`src/rtl/bmar_pkg.sv`:
```
// ----------------------------------------------------------------------------
// bmar_pkg
// Shared types and constants for the bus memory with address register.
// ----------------------------------------------------------------------------
`default_nettype none

package bmar_pkg;

  localparam int RAM_DEPTH = 32768;
  localparam int ROM_DEPTH = 32768;
  localparam int RAM_AW    = (RAM_DEPTH > 1) ? $clog2(RAM_DEPTH) : 1;
  localparam int ROM_AW    = (ROM_DEPTH > 1) ? $clog2(ROM_DEPTH) : 1;

  localparam int ADDR_W    = 16;
  localparam int BYTE_W    = 8;
  localparam int ID_W      = 4;
  localparam int LIM_W     = ADDR_W + 1;
  localparam int CFG_IDX_W = 2;

  localparam logic [ID_W-1:0] DEV_MEMORY  = 4'h7;
  localparam logic [ID_W-1:0] DEV_ADDRESS = 4'hF;

  localparam logic [ADDR_W-1:0] LOW_BYTE_MASK  = 16'h00FF;
  localparam logic [ADDR_W-1:0] HIGH_BYTE_MASK = 16'hFF00;

  localparam logic [ADDR_W-1:0] RAM_BASE_RST   = 16'h0000;
  localparam logic [ADDR_W-1:0] RAM_LENGTH_RST = 16'h8000;
  localparam logic [ADDR_W-1:0] ROM_BASE_RST   = 16'h8000;
  localparam logic [ADDR_W-1:0] ROM_LENGTH_RST = 16'h8000;

  typedef enum logic [CFG_IDX_W-1:0] {
    CFG_RAM_BASE   = 2'd0,
    CFG_RAM_LENGTH = 2'd1,
    CFG_ROM_BASE   = 2'd2,
    CFG_ROM_LENGTH = 2'd3
  } cfg_idx_t;

  typedef struct packed {
    logic              cmd;
    logic              data_enable_n;
    logic              address_enable_n;
    logic [ID_W-1:0]   get_id;
    logic [ID_W-1:0]   put_id;
    logic [BYTE_W-1:0] addr_bus_byte;
    logic [BYTE_W-1:0] data_bus_byte;
    logic              high_byte_sel;
    logic [ADDR_W-1:0] preload_address;
  } in_item_t;

  typedef struct packed {
    logic              drive_valid;
    logic [BYTE_W-1:0] drive_byte;
    logic              fault;
  } out_item_t;

  // memory requests of one transaction, decoded by the control unit
  typedef struct packed {
    logic              ram_en;
    logic              ram_we;
    logic [RAM_AW-1:0] ram_addr;
    logic              rom_en;
    logic              rom_we;
    logic [ROM_AW-1:0] rom_addr;
    logic [BYTE_W-1:0] wdata;
    logic              rd_ram;
    logic              rd_rom;
    logic              fault;
  } mem_req_t;

endpackage

`default_nettype wire

```
`src/rtl/bmar_ctrl.sv`:
```
// ----------------------------------------------------------------------------
// bmar_ctrl
// Window registers, address register and decode of one bus transaction into
// RAM and ROM requests.
// ----------------------------------------------------------------------------
`default_nettype none

module bmar_ctrl (
  input  wire logic                                clk,
  input  wire logic                                rst,
  input  wire logic                                cfg_we,
  input  wire logic [bmar_pkg::CFG_IDX_W-1:0]      cfg_index,
  input  wire logic [bmar_pkg::ADDR_W-1:0]         cfg_data,
  input  wire bmar_pkg::in_item_t                  item,
  input  wire logic                                accept,
  output bmar_pkg::mem_req_t                       req
);

  logic [bmar_pkg::ADDR_W-1:0] ram_base;
  logic [bmar_pkg::ADDR_W-1:0] ram_length;
  logic [bmar_pkg::ADDR_W-1:0] rom_base;
  logic [bmar_pkg::ADDR_W-1:0] rom_length;
  logic [bmar_pkg::ADDR_W-1:0] address_reg;
  logic [bmar_pkg::ADDR_W-1:0] address_reg_next;

  logic [bmar_pkg::LIM_W-1:0]  ram_lim;
  logic [bmar_pkg::LIM_W-1:0]  rom_lim;
  logic [bmar_pkg::ADDR_W-1:0] ram_off_a;
  logic [bmar_pkg::ADDR_W-1:0] rom_off_a;
  logic [bmar_pkg::ADDR_W-1:0] ram_off_p;
  logic [bmar_pkg::ADDR_W-1:0] rom_off_p;
  logic                        ram_hit_a;
  logic                        rom_hit_a;
  logic                        ram_hit_p;
  logic                        rom_hit_p;
  logic                        de;
  logic                        ae;
  logic                        rd;
  logic                        wr;

  function automatic logic win_hit(input logic [bmar_pkg::ADDR_W-1:0] a,
                                   input logic [bmar_pkg::ADDR_W-1:0] base,
                                   input logic [bmar_pkg::LIM_W-1:0]  lim);
    logic [bmar_pkg::ADDR_W-1:0] diff;
    diff = a - base;
    return (a >= base) && ({1'b0, diff} < lim);
  endfunction

  // clamp window lengths to the store depth
  assign ram_lim = ({1'b0, ram_length} > bmar_pkg::LIM_W'(bmar_pkg::RAM_DEPTH)) ?
                   bmar_pkg::LIM_W'(bmar_pkg::RAM_DEPTH) : {1'b0, ram_length};
  assign rom_lim = ({1'b0, rom_length} > bmar_pkg::LIM_W'(bmar_pkg::ROM_DEPTH)) ?
                   bmar_pkg::LIM_W'(bmar_pkg::ROM_DEPTH) : {1'b0, rom_length};

  assign ram_off_a = address_reg - ram_base;
  assign rom_off_a = address_reg - rom_base;
  assign ram_off_p = item.preload_address - ram_base;
  assign rom_off_p = item.preload_address - rom_base;

  assign ram_hit_a = win_hit(address_reg, ram_base, ram_lim);
  assign rom_hit_a = win_hit(address_reg, rom_base, rom_lim);
  assign ram_hit_p = win_hit(item.preload_address, ram_base, ram_lim);
  assign rom_hit_p = win_hit(item.preload_address, rom_base, rom_lim);

  assign de = !item.data_enable_n;
  assign ae = !item.address_enable_n;
  assign rd = de && (item.get_id == bmar_pkg::DEV_MEMORY);
  assign wr = de && (item.put_id == bmar_pkg::DEV_MEMORY);

  always_comb begin
    req       = '0;
    req.wdata = item.data_bus_byte;
    if (item.cmd) begin
      // preload: RAM wins where the windows overlap
      req.ram_en   = ram_hit_p;
      req.ram_we   = ram_hit_p;
      req.ram_addr = ram_off_p[bmar_pkg::RAM_AW-1:0];
      req.rom_en   = !ram_hit_p && rom_hit_p;
      req.rom_we   = !ram_hit_p && rom_hit_p;
      req.rom_addr = rom_off_p[bmar_pkg::ROM_AW-1:0];
      req.fault    = !ram_hit_p && !rom_hit_p;
    end else begin
      req.rd_ram   = rd && ram_hit_a;
      req.rd_rom   = rd && !ram_hit_a && rom_hit_a;
      req.ram_en   = (rd || wr) && ram_hit_a;
      req.ram_we   = wr && ram_hit_a;
      req.ram_addr = ram_off_a[bmar_pkg::RAM_AW-1:0];
      req.rom_en   = rd && !ram_hit_a && rom_hit_a;
      req.rom_addr = rom_off_a[bmar_pkg::ROM_AW-1:0];
      req.fault    = (rd && !ram_hit_a && !rom_hit_a) || (wr && !ram_hit_a);
    end
  end

  always_comb begin
    address_reg_next = address_reg;
    if (!item.cmd && !wr && (item.put_id == bmar_pkg::DEV_ADDRESS)) begin
      if (ae) begin
        address_reg_next = {item.addr_bus_byte, item.data_bus_byte};
      end else if (de) begin
        if (item.high_byte_sel) begin
          address_reg_next = (address_reg & bmar_pkg::LOW_BYTE_MASK) |
                             {item.data_bus_byte, 8'h00};
        end else begin
          address_reg_next = (address_reg & bmar_pkg::HIGH_BYTE_MASK) |
                             {8'h00, item.data_bus_byte};
        end
      end
    end
  end

  always_ff @(posedge clk) begin
    if (rst) begin
      ram_base    <= bmar_pkg::RAM_BASE_RST;
      ram_length  <= bmar_pkg::RAM_LENGTH_RST;
      rom_base    <= bmar_pkg::ROM_BASE_RST;
      rom_length  <= bmar_pkg::ROM_LENGTH_RST;
      address_reg <= '0;
    end else begin
      if (cfg_we) begin
        unique case (bmar_pkg::cfg_idx_t'(cfg_index))
          bmar_pkg::CFG_RAM_BASE:   ram_base   <= cfg_data;
          bmar_pkg::CFG_RAM_LENGTH: ram_length <= cfg_data;
          bmar_pkg::CFG_ROM_BASE:   rom_base   <= cfg_data;
          bmar_pkg::CFG_ROM_LENGTH: rom_length <= cfg_data;
          default: ;
        endcase
      end
      if (accept) begin
        address_reg <= address_reg_next;
      end
    end
  end

endmodule

`default_nettype wire

```
`config.mk`:
```
export PLATFORM = sky130hd
export DESIGN_NAME = bmar_ctrl
export DESIGN_NICKNAME = d
export VERILOG_FILES = /design/src/rtl/bmar_pkg.sv /design/src/rtl/bmar_ctrl.sv
export SDC_FILE = /design/constraint.sdc
export NUM_CORES = 1
export LEC_CHECK = 0
export BUFFER_PORTS_ARGS = -buffer_cell sky130_fd_sc_hd__buf_4
export CORE_UTILIZATION = 55
export CTS_BUF_LIST = sky130_fd_sc_hd__clkbuf_16
export DETAILED_ROUTE_END_ITERATION = 8
export PLACE_DENSITY = 0.78
export SYNTH_ARGS = -nofsm -noshare
export SYNTH_HDL_FRONTEND = slang
export SYNTH_SLANG_ARGS = --single-unit
```
`constraint.sdc`:
```
create_clock -name clk -period 4.55 [get_ports clk]
set_input_delay 0 -clock clk [delete_from_list [all_inputs] [get_ports clk]]
set_output_delay 0 -clock clk [all_outputs]
set_load 0.01 [all_outputs]
```
# Yosys cells after proc, flatten, opt, wreduce, memory -nomap -nowiden

Index checks and enable logic that the tools add are counted.

Register bits after elaboration: 80
Input port bits: 66

Add/subtract/negate cells: 4
$lt $le $gt $ge: 10
Equality and inequality tests: 7
Mux-type cells: 10
Bitwise logic cells: 2
Reduce and logical (&&, ||, !) cells: 32

Operator list:

| operator               | count |
|---|---|
| $mux W16               | 5 |
| $ge A16 B16 Y1         | 4 |
| $lt A16 B16 Y1         | 4 |
| $sub A16 B16 Y16       | 4 |
| $gt A16 B16 Y1 const B | 2 |
| $mux W18               | 1 |
| $logic_and A1 B1 Y1    | 17 |
| $or A16 B8 Y16         | 1 |
| $or A8 B16 Y16         | 1 |
| $mux W15               | 1 |
| $eq A4 B3 Y1 const B   | 2 |
| $reduce_and A2 Y1      | 4 |
| $logic_not A1 Y1       | 7 |
| $eq A2 B2 Y1 const B   | 2 |
| $eq A4 B4 Y1 const B   | 1 |
| $reduce_and A3 Y1      | 1 |
| $eq A2 B1 Y1 const B   | 1 |
| $logic_not A2 Y1       | 1 |
| $logic_or A1 B1 Y1     | 2 |
| $mux W1                | 2 |
| $mux W2                | 1 |
| $ne A2 B2 Y1 const B   | 1 |

# Depth between registers and ports, before layout

Depth after elaboration: 9
Depth in mapped cells: 19

# Worst setup path before layout

OpenSTA, ideal clock, no wires.

Kind: register -> output
Start: register ram_base[1] (netlist bit)
End: output req[27] (netlist bit)
Arrival time: 3.892 ns
Data required time: 4.550 ns
Slack: 0.658 ns
Stages on the path, launching flop included: 18
Buffers on the path: 0
Path through: dfxtp_1 inv_1 ha_1 nor2b_1 o31a_1 o41a_1 a21o_1 o21ai_1 xnor2_1 ha_1 and4_1 a2111oi_0 o21bai_1 a21o_1 a221oi_1 o211a_1 and3b_1 or2_1

RTL lines:

| item                     | line             | text |
|---|---|---|
| start: declaration       | bmar_ctrl.sv:19  | `logic [bmar_pkg::ADDR_W-1:0] ram_base;` |
| start signal: assignment | bmar_ctrl.sv:113 | `ram_base <= bmar_pkg::RAM_BASE_RST;` |
| start signal: assignment | bmar_ctrl.sv:121 | `bmar_pkg::CFG_RAM_BASE: ram_base <= cfg_data;` |
| end: declaration         | bmar_ctrl.sv:16  | `output bmar_pkg::mem_req_t req` |

==> results.yml <==
grt:
  antenna_found_initial: 0
  grt_util_all_layers_pct: 33.0
  grt_pass1_vias: 7242
  grt_max_degree: 81
  grt-ovfl-total: 0
  grt_pass1_wl_um: 36600
synth:
  synth.most_common_cell: "nand2_1"
  synthesis.instances: 1018
  syn-cell-area_mm2: 0.00776
  yosys_warnings: 0
  synthDistinctLibCells: 63
  synth_flop_cell: "dfxtp_1"
  synthXorXnorAreaFrac_pct: 5.64
  synth_seq_area_share_pct: 20.6
  synth_nets: 1212
  synth_edf_count: 0
  syn_area_per_cell_um2: 7.63
  synthMuxAreaShare_pct: 5.21
  synth_common_cells: "187 x nand2_1, 124 x a21oi_1, 124 x ha_1"
  yosys.area.top_type: "dfxtp_1"
  synth-compound-area-share_pct: 22.2
  yosys.area_share.simple_pct: 20.2
  synth.area.top_cells: "dfxtp_1 21%, ha_1 20%, nand2_1 9.0%"
  synth_top_family_by_area: "compound AO/OA/AOI/OAI gates"
  synthAdderAreaFrac_pct: 21.0
  netlist.area_leader.share_pct: 20.6
  synth_seq_cells: 80
  synthArstFlopShare_pct: 0
worst_setup_path:
  cp_top_family: "compound AO/OA/AOI/OAI gates"
  cp_num_buf_inv: 2
  start_kind: "flip-flop"
  crit_arrival_ns: 4.42
  crit_start: "ram_base[0]"
  regToRegSetupSlack_ns: 3.38
  r2r_start: "rom_length[15]"
  cpMaxStageDelayCell: "fa_1"
  crit_path_frequent_cell: "a21o_1"
  critPathMaxStageDelay_ns: 0.43
  path_cells: "ha_1 > inv_1 > fa_1 > a21o_1 > nand4_1 > a21oi_1 > nor3_2 > xnor2_1 > ha_1 > a21o_1 > a2111oi_4 > o21bai_1 > a21o_1 > a221oi_2 > o211a_1 > and3b_1 > or2_1 > buf_4"
  end_kind: "output pin"
  required_ns: 4.55
  cp_max_fo: 3
  worst-setup-path-type: "flip-flop to output pin"
place:
  post-place-ws_ns: 0.238
  port_buffers: 110
  gp_congestion: 0.982
  hpwl_um: 18900
route:
  drt_first_pass_iters: 7
  vias: 7884
  avgViaCountPerCell: 5.99
  wirelength_um: 24100
  drc: 0
  wire_per_inst_um: 18.3
  drtAntennaViolNets: 0
  drt_iter0_drc: 634
power_and_ir_drop:
  leakagePower_nw: 3.84
  vdd_ir_drop_max_v: 0.000230
  power.internal_mw: 1.67
  seqPwrFrac_pct: 28.9
  power.share.clock_pct: 28.0
  switching_share_pct: 34.8
  combPwrFrac_pct: 43.2
  powerDensity_mw_per_mm2: 274
  switchingPower_mw: 0.891
  finalPower_mw: 2.56
floorplanning:
  die_area_mm2: 0.0146
  start_util_pct: 56.1
  design.core.area_mm2: 0.0138
  chipHeight_um: 121
  die_w_um: 121
  rows: 43
  io_pins: 111
cts:
  cts_tree: "done"
  numCtsBuffers: 9
  clk_pin_slew_ns: 0.06
  clk_latency_ns: 0.34
  ctsHtreeMaxLevel: 3
  cts-root-buf: "clkbuf_16"
  cts.sinks: 80
  cts_buffer_depth: 2
finish:
  fillers: 1223
  register_area_mm2: 0.00161
  syn2layout_area_growth_pct: 20.3
  final_util_pct: 67.5
  multiInputGateArea_mm2: 0.00587
  nNetsFinal: 1325
  diodes: 0
  final_layout_size_suffix_gt1_share_pct: 17.1
sta:
  hold_viol_final: 0
  clock_skew_ns: 0
  maxSlewHeadroom_pct: 24.3
  whs_ns: 0.119
  final.min_clock_period_ns: 4.42
  maxSlewViolCount: 0
  setup_viol: 0
  max_freq_mhz: 226
  tns_ns: 0
  tightest_slew_ns: 1.14
  fin_ws_ns: 0.134
  finalCritPeriodShare_pct: 97.1
run:
  maxCapViolations: 0
outcome:
  status: "finished, final reports clean"
hold_path:
  min_from: "item[41]"
  hold_path.class: "input pin to flip-flop"
[worst paths after layout]
path | endpoint | cells past startpoint
max | req[27] | 18
min | address_reg[11] | 4
max reg2reg | rom_length[15] | 3
min reg2reg | ram_base[11] | 2
[worst register-to-register path, delay by kind of cell, from the launching register on]
family,cells,cell delay [ns]
compound gates,1,0.27
simple gates,1,0.10
flops,1,0.30
buf+inv,1,0.39
[logic make-up (layout without fill, tap and decap cells)]
| kind of cell | count (synthesis) | count (layout) |
|---|---|---|
| compound gates | 279 | 279 |
| mux | 37 | 37 |
| xor+xnor | 50 | 50 |
| flops | 80 | 80 |
| fa+ha+maj | 128 | 128 |
| simple gates | 347 | 347 |
| buf+inv | 97 | 215 |
[metrics by stage]
step / cell area (um^2) / instances
final: 9340 / 1316
after global routing: 9340 / 1316
after CTS: 9220 / 1312
after detailed placement: 8640 / 1269
after global placement: 8640 / 1269
after floorplan: 7760 / 1018
[placed cells by master, fill, tap and decap left out, types with 27 or more instances in the layout]
master	n
dfxtp_1	78
nor2_1	53
inv_1	56
xnor2_1	35
nand2_1	187
mux2_2	27
ha_1	123
a21oi_1	121
o21ai_0	42
buf_4	118
[cell type report]
type | instances | area share, %
Clock buffer | 9 | 2.41
Clock inverter | 7 | 0.750
Sequential cell | 80 | 17.2
Multi-Input combinational cell | 841 | 62.8
Timing Repair Buffer | 142 | 12.1
Inverter | 57 | 2.32
Tap cell | 180 | 2.41
[power groups by stage]
stage	registers (mW)	clock network [mW]	logic, mW
2_1_floorplan	0.746	0	0.697
3_3_place_gp	0.752	0	1.00
3_5_place_dp	0.753	0	1.01
4_1_cts	0.737	0.719	1.05
5_1_grt	0.740	0.746	1.21
6_report	0.738	0.715	1.11
[repair_timing]
action / 4_1_cts / 5_1_grt
pin swaps: 2 / 9
buffers inserted: 3 / 4
endpoints found under the hold margin: 72 / 0
gates resized for setup: 5 / 20
hold buffers: 24 / 0
setup endpoints to repair: 3 / 7
[layer usage]
| metal | routed length [um] | global-route usage (%) | vias up |
|---|---|---|---|
| li1 | - | - | 3857 |
| met2 | 11200 | 55.5 | 334 |
| met4 | 682 | 11.3 | 0 |
| met3 | 1930 | 5.90 | 57 |
| met1 | 10300 | 42.2 | 3636 |
| met5 | 0 | 0 | - |
No activity file was read; power rests on OpenSTA's default activity.
